**src/hdl/sitda_pkg.sv**
```systemverilog
// ----------------------------------------------------------------------------
// sitda_pkg: shared types, constants and the BCD add-3 helper for the signed integer to decimal
// ASCII converter.
// ----------------------------------------------------------------------------
package sitda_pkg;

   localparam int DEF_VALUE_WIDTH = 32;
   localparam int CHAR_W          = 6;
   localparam int DIGIT_W         = 4;

   localparam logic [CHAR_W-1:0] CH_ZERO  = 6'd48;
   localparam logic [CHAR_W-1:0] CH_MINUS = 6'd45;
   localparam logic [CHAR_W-1:0] CH_NINE  = 6'd57;

   typedef enum logic [2:0] {
      ST_IDLE,
      ST_CONV,
      ST_SKIP,
      ST_SIGN,
      ST_EMIT
   } state_type;

   // shift-add-3 correction applied to one BCD digit before it is doubled
   function automatic logic [DIGIT_W-1:0] bcd_adjust(input logic [DIGIT_W-1:0] d);
      logic [DIGIT_W-1:0] r;
      if (d >= 4'd5) begin
         r = d + 4'd3;
      end else begin
         r = d;
      end
      return r;
   endfunction

endpackage

```
**src/hdl/signed_int_to_decimal_ascii.sv**
```systemverilog
// ----------------------------------------------------------------------------
// signed_int_to_decimal_ascii: signed integer to decimal ASCII text
//
// Takes one two's complement integer on the req_ channel and returns its
// decimal text on the rsp_ channel, one character per item, most significant
// first. Negative values lead with '-'; zero gives a single '0'; leading zeros
// are dropped; rsp_last marks the final character. The most negative value
// is converted by its true magnitude.
//
// Steps (VALUE_WIDTH = W, NDIG = W*3/10+1 BCD digits, 10 at W = 32):
//   - accept cycle: magnitude formed (one W-bit negate) and registered
//   - double dabble over all W magnitude bits: one magnitude bit shifts into the BCD
//     register per cycle, each digit corrected by add-3 in parallel
//   - finding the first nonzero digit, one digit per cycle
//   - the characters ('-' then digits), each taken while rsp_ready is high
//   One item is in flight at a time: req_ready is high only when the block
//   is idle.
// Stall: a character holds on rsp_ with rsp_valid high until rsp_ready;
//   conversion state is frozen meanwhile.
// Reset: synchronous, active high; returns to idle and drops any item.
// ----------------------------------------------------------------------------
module signed_int_to_decimal_ascii #(
   parameter int VALUE_WIDTH = sitda_pkg::DEF_VALUE_WIDTH
) (
   input  logic                         clock,
   input  logic                         reset,
   input  logic                         req_valid,
   output logic                         req_ready,
   input  logic [VALUE_WIDTH-1:0]       req_value,
   output logic                         rsp_valid,
   input  logic                         rsp_ready,
   output logic [sitda_pkg::CHAR_W-1:0] rsp_ascii_char,
   output logic                         rsp_last
);
   import sitda_pkg::*;

   // digits needed for 2**(W-1), with margin
   localparam int NDIG  = (VALUE_WIDTH * 3) / 10 + 1;
   localparam int BCD_W = NDIG * DIGIT_W;
   localparam int CW    = $clog2(VALUE_WIDTH + 1);
   localparam int DCW   = $clog2(NDIG + 1);

   state_type              state_ff, state_in;
   logic [VALUE_WIDTH-1:0] mag_ff, mag_in;
   logic [BCD_W-1:0]       bcd_ff, bcd_in;
   logic [CW-1:0]          bit_cnt_ff, bit_cnt_in;
   logic [DCW-1:0]         dig_cnt_ff, dig_cnt_in;
   logic                   neg_ff, neg_in;

   logic [BCD_W-1:0]       bcd_adj;
   logic [DIGIT_W-1:0]     top_digit;
   logic                   req_take;
   logic                   rsp_take;

   assign top_digit = bcd_ff[BCD_W-1 -: DIGIT_W];
   assign req_take  = req_valid && req_ready;
   assign rsp_take  = rsp_valid && rsp_ready;

   // add-3 on every digit, all independent
   always_comb begin
      for (int i = 0; i < NDIG; i++) begin
         bcd_adj[i*DIGIT_W +: DIGIT_W] = bcd_adjust(bcd_ff[i*DIGIT_W +: DIGIT_W]);
      end
   end

   // next state
   always_comb begin
      state_in = state_ff;
      case (state_ff)
         ST_IDLE: begin
            if (req_valid) begin
               state_in = ST_CONV;
            end
         end
         ST_CONV: begin
            if (bit_cnt_ff == CW'(1)) begin
               state_in = ST_SKIP;
            end
         end
         ST_SKIP: begin
            if (top_digit != '0 || dig_cnt_ff == DCW'(1)) begin
               state_in = neg_ff ? ST_SIGN : ST_EMIT;
            end
         end
         ST_SIGN: begin
            if (rsp_ready) begin
               state_in = ST_EMIT;
            end
         end
         ST_EMIT: begin
            if (rsp_ready && dig_cnt_ff == DCW'(1)) begin
               state_in = ST_IDLE;
            end
         end
         default: begin
            state_in = ST_IDLE;
         end
      endcase
   end

   // outputs
   always_comb begin
      req_ready      = 1'b0;
      rsp_valid      = 1'b0;
      rsp_ascii_char = CH_ZERO + CHAR_W'(top_digit);
      rsp_last       = 1'b0;
      case (state_ff)
         ST_IDLE: begin
            req_ready = 1'b1;
         end
         ST_SIGN: begin
            rsp_valid      = 1'b1;
            rsp_ascii_char = CH_MINUS;
         end
         ST_EMIT: begin
            rsp_valid = 1'b1;
            rsp_last  = (dig_cnt_ff == DCW'(1));
         end
         default: begin
            req_ready = 1'b0;
         end
      endcase
   end

   // datapath
   always_comb begin
      mag_in     = mag_ff;
      bcd_in     = bcd_ff;
      bit_cnt_in = bit_cnt_ff;
      dig_cnt_in = dig_cnt_ff;
      neg_in     = neg_ff;
      if (req_take) begin
         neg_in     = req_value[VALUE_WIDTH-1];
         mag_in     = req_value[VALUE_WIDTH-1] ? (~req_value + 1'b1) : req_value;
         bcd_in     = '0;
         bit_cnt_in = CW'(VALUE_WIDTH);
         dig_cnt_in = DCW'(NDIG);
      end else if (state_ff == ST_CONV) begin
         bcd_in     = {bcd_adj[BCD_W-2:0], mag_ff[VALUE_WIDTH-1]};
         mag_in     = {mag_ff[VALUE_WIDTH-2:0], 1'b0};
         bit_cnt_in = bit_cnt_ff - CW'(1);
      end else if ((state_ff == ST_SKIP && top_digit == '0 && dig_cnt_ff != DCW'(1))
                   || (state_ff == ST_EMIT && rsp_take)) begin
         bcd_in     = {bcd_ff[BCD_W-DIGIT_W-1:0], {DIGIT_W{1'b0}}};
         dig_cnt_in = dig_cnt_ff - DCW'(1);
      end
   end

   always_ff @(posedge clock) begin
      if (reset) begin
         state_ff <= ST_IDLE;
      end else begin
         state_ff <= state_in;
      end
   end

   always_ff @(posedge clock) begin
      mag_ff     <= mag_in;
      bcd_ff     <= bcd_in;
      bit_cnt_ff <= bit_cnt_in;
      dig_cnt_ff <= dig_cnt_in;
      neg_ff     <= neg_in;
   end

endmodule

```
**config.mk**
```make
export PLATFORM = sky130hd
export DESIGN_NAME = signed_int_to_decimal_ascii
export DESIGN_NICKNAME = d
export VERILOG_FILES = /design/src/hdl/sitda_pkg.sv /design/src/hdl/signed_int_to_decimal_ascii.sv
export SDC_FILE = /design/constraint.sdc
export NUM_CORES = 1
export LEC_CHECK = 0
export ABC_AREA = 1
export BUFFER_PORTS_ARGS = -buffer_cell sky130_fd_sc_hd__buf_2
export CAP_MARGIN = 20
export CORE_MARGIN = 2
export CORE_UTILIZATION = 55
export DETAILED_ROUTE_END_ITERATION = 16
export GPL_TIMING_DRIVEN = 0
export PLACE_DENSITY = 0.83
export REMOVE_ABC_BUFFERS = 1
export SYNTH_ARGS = -nofsm -noshare
export SYNTH_HDL_FRONTEND = slang
export SYNTH_SLANG_ARGS = --single-unit
```
**constraint.sdc**
```tcl
create_clock -name clock -period 2.4 [get_ports clock]
set_clock_uncertainty 0.2 [all_clocks]
set_input_delay 0.12 -clock clock [delete_from_list [all_inputs] [get_ports clock]]
set_output_delay 0.12 -clock clock [all_outputs]
set_load 0.01 [all_outputs]
```
Word-level counts from Yosys, hierarchy flattened
Cells that the tools add are included.
{ "op_classes": {"addsub": 14, "n_eq_ne": 12, "n_reduce_logical": 16, "n_bitwise": 2, "magnitude_cmp": 10, "n_mux": 26} }
{ "ops": {"columns": ["operator", "n"], "rows": [
  ["32-bit 2-to-1 mux", 3],
  ["40-bit 2-to-1 mux", 2],
  ["4-bit by 3-bit greater-or-equal comparator with 1-bit output (second input constant)", 10],
  ["4-bit by 2-bit adder with 4-bit output (second input constant)", 9],
  ["4-bit 2-to-1 mux", 9],
  ["32-bit by 1-bit adder with 32-bit output (second input constant)", 1],
  ["32-bit NOT", 1],
  ["3-bit 2-to-1 mux", 7],
  ["3-bit case mux with 5 select lines", 1],
  ["2-bit inequality test (second input constant)", 5],
  ["5-bit by 5-bit adder with 6-bit output (first input constant)", 1],
  ["3-bit by 2-bit equality test with 1-bit output (second input constant)", 2],
  ["6-bit by 1-bit equality test with 1-bit output (second input constant)", 1],
  ["1-bit logical AND", 6],
  ["6-bit 2-to-1 mux", 1],
  ["6-bit by 1-bit subtractor with 6-bit output (second input constant)", 1],
  ["5-bit AND reduction", 1],
  ["4-bit by 1-bit equality test with 1-bit output (second input constant)", 1],
  ["4-bit logical NOT", 1],
  ["4-bit by 1-bit inequality test with 1-bit output (second input constant)", 1],
  ["2-bit nonzero test", 2],
  ["4-bit nonzero test", 1],
  ["4-bit by 1-bit subtractor with 4-bit output (second input constant)", 1],
  ["3-bit by 2-bit adder with 3-bit output (second input constant)", 1],
  ["8 further kinds", 11]
]} }
{ "totals": {"input_bits": 36, "output_inout_bits": 9, "regBits": 86} }

Depth between registers and ports, before layout
{ "depth": {"depth_word": 8, "mapped_depth": 11} }

Worst setup path after synthesis
No wires, ideal clock.
{ "synth_path": {"kind": "reg2reg", "start": "register state_ff[1]", "end": "register mag_ff[0] (enable)", "path_stages_with_launch": 7, "arrival_ns": 1.794, "setup_slack_ns": 0.020, "setup_time_ns": 0.387, "cell_sequence": "dfxtp_1 nor3_4 nand2_2 inv_2 buf_2 nor2_1 inv_1"} }
{ "synth_between": {"elab_chain_cells": 4, "word_cells_on_any_way": 5, "classes_between": "1 x eq/ne; 1 x mux; 3 x reduce/logical"} }
{ "synth_rtl": {"columns": ["item", "line", "rtl"], "rows": [
  ["start: declaration", "signed_int_to_decimal_ascii.sv:43", "state_type state_ff, state_in;"],
  ["start signal: assignment", "signed_int_to_decimal_ascii.sv:153", "state_ff <= state_in;"],
  ["3-bit logical NOT", "signed_int_to_decimal_ascii.sv:107", "case (state_ff)"],
  ["1-bit 2-to-1 mux", "signed_int_to_decimal_ascii.sv:107", null],
  ["named net req_ready", "signed_int_to_decimal_ascii.sv:28", "output logic req_ready,"],
  ["1-bit logical AND", "signed_int_to_decimal_ascii.sv:56", "assign req_take = req_valid && req_ready;"],
  ["2-bit nonzero test (no line)", null, null],
  ["end signal: assignment", "signed_int_to_decimal_ascii.sv:158", "mag_ff <= mag_in;"],
  ["end: declaration", "signed_int_to_decimal_ascii.sv:44", "logic [VALUE_WIDTH-1:0] mag_ff, mag_in;"]
]} }
The timed path passes the listed nets, and every way through them passes these cells.
A chain may end at the register's enable or synchronous reset.

Worst setup path in the final report
{ "layout_path": {"start": "input req_value[31]", "end": "register mag_ff[14] (data pin)"} }
{ "layout_between": {"elab_chain_cells": 2} }
{ "layout_rtl": {"columns": ["item", "line", "rtl"], "rows": [
  ["start: declaration", "signed_int_to_decimal_ascii.sv:29", "input logic [VALUE_WIDTH-1:0] req_value,"],
  ["32-bit 2-to-1 mux", "signed_int_to_decimal_ascii.sv:134", "mag_in = req_value[VALUE_WIDTH-1] ? (~req_value + 1'b1) : req_value;"],
  ["32-bit 2-to-1 mux", "signed_int_to_decimal_ascii.sv:132", "if (req_take) begin"],
  ["named net mag_in[14]", "signed_int_to_decimal_ascii.sv:44", null]
]} }
The timed path passes the listed nets, and every way through them passes these cells.

==> impl_metrics.toml <==
[power_and_ir_drop]
ir_worst_vdd_mv = 0.510
clock_power_share_pct = 17.5
switching_power_uw = 2410
p_int_uw = 3230
pwr-share-comb_pct = 40.8
power_switching_share_pct = 42.8
pwr_density_cell_nw_per_um2 = 901
leakagePower_uw = 0.00259
p_seq_share_pct = 41.7

[timing]
fmax_mhz = 431
rsz0062_at_grt = "false"
relSlewSlack_pct = 56.1
period_share_pct = 96.6
setup_ws_ns = 0.0807
slew_viol_final = 0
setup_tns_ns = 0
finalWorstPathRequiredPeriod_ns = 2.32
tightest_slew_ns = 0.652
setup-violations-final = 0
hold_viol_final = 0

[logic_synthesis]
synth_enable_flop_cells = 33
synth_top_area_share_pct = 19.4
ys_seq_elements = 86
async_reset_ff_share_pct = 0
synth_ff_type = "dfxtp_1"
synthCells = 772
synthTopCellsByCount = "218 x nand2_1, 80 x inv_1, 65 x o21ai_0, 62 x nor2_1, 55 x nand3_1"
yosysUniqueCellTypes = 35
ys_warn_count = 0
netlist_area_um2 = 5460
yosysSeqAreaShare_pct = 37.6
syn_avg_cell_area_um2 = 7.07
synthTopCellsByArea = "dfxtp_1 19%, edfxtp_1 18%, nand2_1 15%, ha_1 6.0%, o21ai_0 6.0%"
synth_top_area_cell = "dfxtp_1"
yosysMostFrequentCell = "nand2_1"

[cts]
cts.htree.levels = 3
clk_pin_slew_worst_paths_ns = 0.09
cts.sinks = 86
numCtsBuffers = 9
cts.path.max_buffers = 2
cts_tree = "yes"
clk_latency_ns = 0.36
cts_root_buf = "clkbuf_8"

[place]
io_buffers = 43
hpwl_um = 8100
finalWeightedCongestion = 0.901
pre_cts_slack_ns = -1.21

[setup_path]
r2r_slack_ns = 0.14
cp.required_ns = 2.32
worstRegToRegCells = 6
start_kind = "input pin"
crit_path_max_fanout = 26
path_cells = "dlygate4sd3_1, buf_2, inv_1, o21ai_0, nor2_1, nand2_1, nand3_1, nand2_1"
max_stage_delay_ns = 0.53
crit_top_cell = "nand2_1"
crit_slowest_cell = "dlygate4sd3_1"
crit_arrival_ns = 2.24
crit_path_end_kind = "flop"
crit_type = "in2reg"

[die]
row_count = 36
die-area_um2 = 10700
initial_core_util_pct = 56.4
die_x_um = 104
die_h_um = 104
ios = 45
fp.coreArea_um2 = 9680

[global_route]
grt_pass1_wl_um = 21800
grt_max_degree = 55
antenna_found_initial = 0
overflow = 0
track_usage_pct = 24.1
grt_pass1_vias = 5084

[flow_run]
drv_cap = 0

[drt]
drt-pass1-iter-count = 4
drt_iter0_drc = 276
routed_wl_um = 13000
ant_nets = 0
drcViolationCount = 0
routed_via_density = 5.55
vias = 5386
post_drt_wl_per_cell_um = 13.4

[finish]
drive_gt1_share_pct = 10.0
num-nets-final = 894
finish.utilization_pct = 64.7
n_antenna_cell = 0
areaGrowthSynthToFinish_pct = 14.7

[worst_hold_path]
hold_class = "in2reg"
whs_path_depth = 3

[run_status]
outcome = "finished clean"
critical path: cells and delay by family:
family                 cells  cell delay [ns]
and+or+nand+nor            4             0.73
buffers and inverters      3             1.12
AOI/OAI and AO/OA          1             0.25
path summary, 6_finish.rpt:
| path | end | startpoint |
|---|---|---|
| min | mag_ff[12]$_DFFE_PP_ | req_value[12] |
| max | mag_ff[14]$_DFFE_PP_ | req_value[31] |
| max reg2reg | mag_ff[31]$_DFFE_PP_ | state_ff[1]$_SDFFE_PP0P_ |
| min reg2reg | dig_cnt_ff[3]$_SDFFE_PP1P_ | dig_cnt_ff[3]$_SDFFE_PP1P_ |
what timing repair did:
action	in CTS	in global routing
pin swaps	2	4
hold buffers	27	0
gates resized for setup	11	2
setup endpoints to repair	96	60
gates cloned	2	1
setup buffers	0	2
endpoints found under the hold margin	29	0
through the flow:
| step | total power, uW | area (um2) | hold slack, ns | instances |
|---|---|---|---|---|
| 2_1_floorplan | 3760 | 5300 | 0.0189 | 745 |
| 3_3_place_gp | 4270 | 5690 | 0.183 | 921 |
| 3_5_place_dp | 4420 | 5710 | 0.201 | 922 |
| 4_1_cts | 5540 | 6220 | 0.00675 | 967 |
| 5_1_grt | 6050 | 6260 | 0.0126 | 970 |
| 6_report | 5640 | 6260 | 0.0178 | 970 |
kinds of logic (layout without fill, tap and decap cells):
family / count (synthesis) / in the layout / share of synthesized area (%)
AND/OR/NAND/NOR: 370 / 372 / 28.9
AO/OA/AOI/OAI: 165 / 165 / 16.8
buffers and inverters: 111 / 174 / 8.66
flip-flops: 86 / 86 / 37.6
adder cells (fa/ha/maj): 26 / 26 / 5.96
XOR/XNOR: 13 / 13 / 2.08
other: 1 / 1 / 0.0687
final cells by class:
type,instances,area [um2]
Clock buffer,9,124
Clock inverter,7,60.1
Fill cell,779,3420
Inverter,84,337
Multi-Input combinational cell,577,2990
Sequential cell,86,2050
Tap cell,133,166
Timing Repair Buffer,73,528
Timing Repair inverter,1,8.76
state kept, by name, indices dropped and copies added (netlist names):
register	flops
bcd_ff	40
mag_ff	32
bit_cnt_ff	6
dig_cnt_ff	4
state_ff	3
neg_ff	1
per-layer routing:
| metal | share of wire [%] | vias to the layer above | wire [um] | GRT usage [%] |
|---|---|---|---|---|
| met2 | 49 | 168 | 6430 | 42.9 |
| li1 | - | 2715 | - | - |
| met3 | 5.4 | 20 | 707 | 3.59 |
| met1 | 44 | 2483 | 5680 | 29.4 |
| met4 | 1.7 | 0 | 217 | 9.17 |
| met5 | 0 | - | 0 | 0 |
cells in the final DEF (no fill, tap or decap), types with 6 or more instances in the layout:
master         count
nand4_1           13
xnor2_1            6
nand2_1          218
edfxtp_1          33
ha_1              26
a31oi_1           35
inv_1             79
xor2_1             7
nand3_1           55
dfxtp_1           53
a21oi_1           45
buf_2             43
dlygate4sd3_1     27
o21ai_0           65
o211ai_1          18
nor2_1            62
clkbuf_8           9
power by group through the flow:
| stage | clock (uW) | sequential, uW | combinational (uW) |
|---|---|---|---|
| floorplan | 0 | 2320 | 1440 |
| global placement | 0 | 2360 | 1900 |
| detailed placement | 0 | 2380 | 2050 |
| CTS | 1000 | 2350 | 2190 |
| global route | 1050 | 2410 | 2580 |
| finish | 986 | 2350 | 2300 |
No activity file was read; power rests on OpenSTA's default activity.
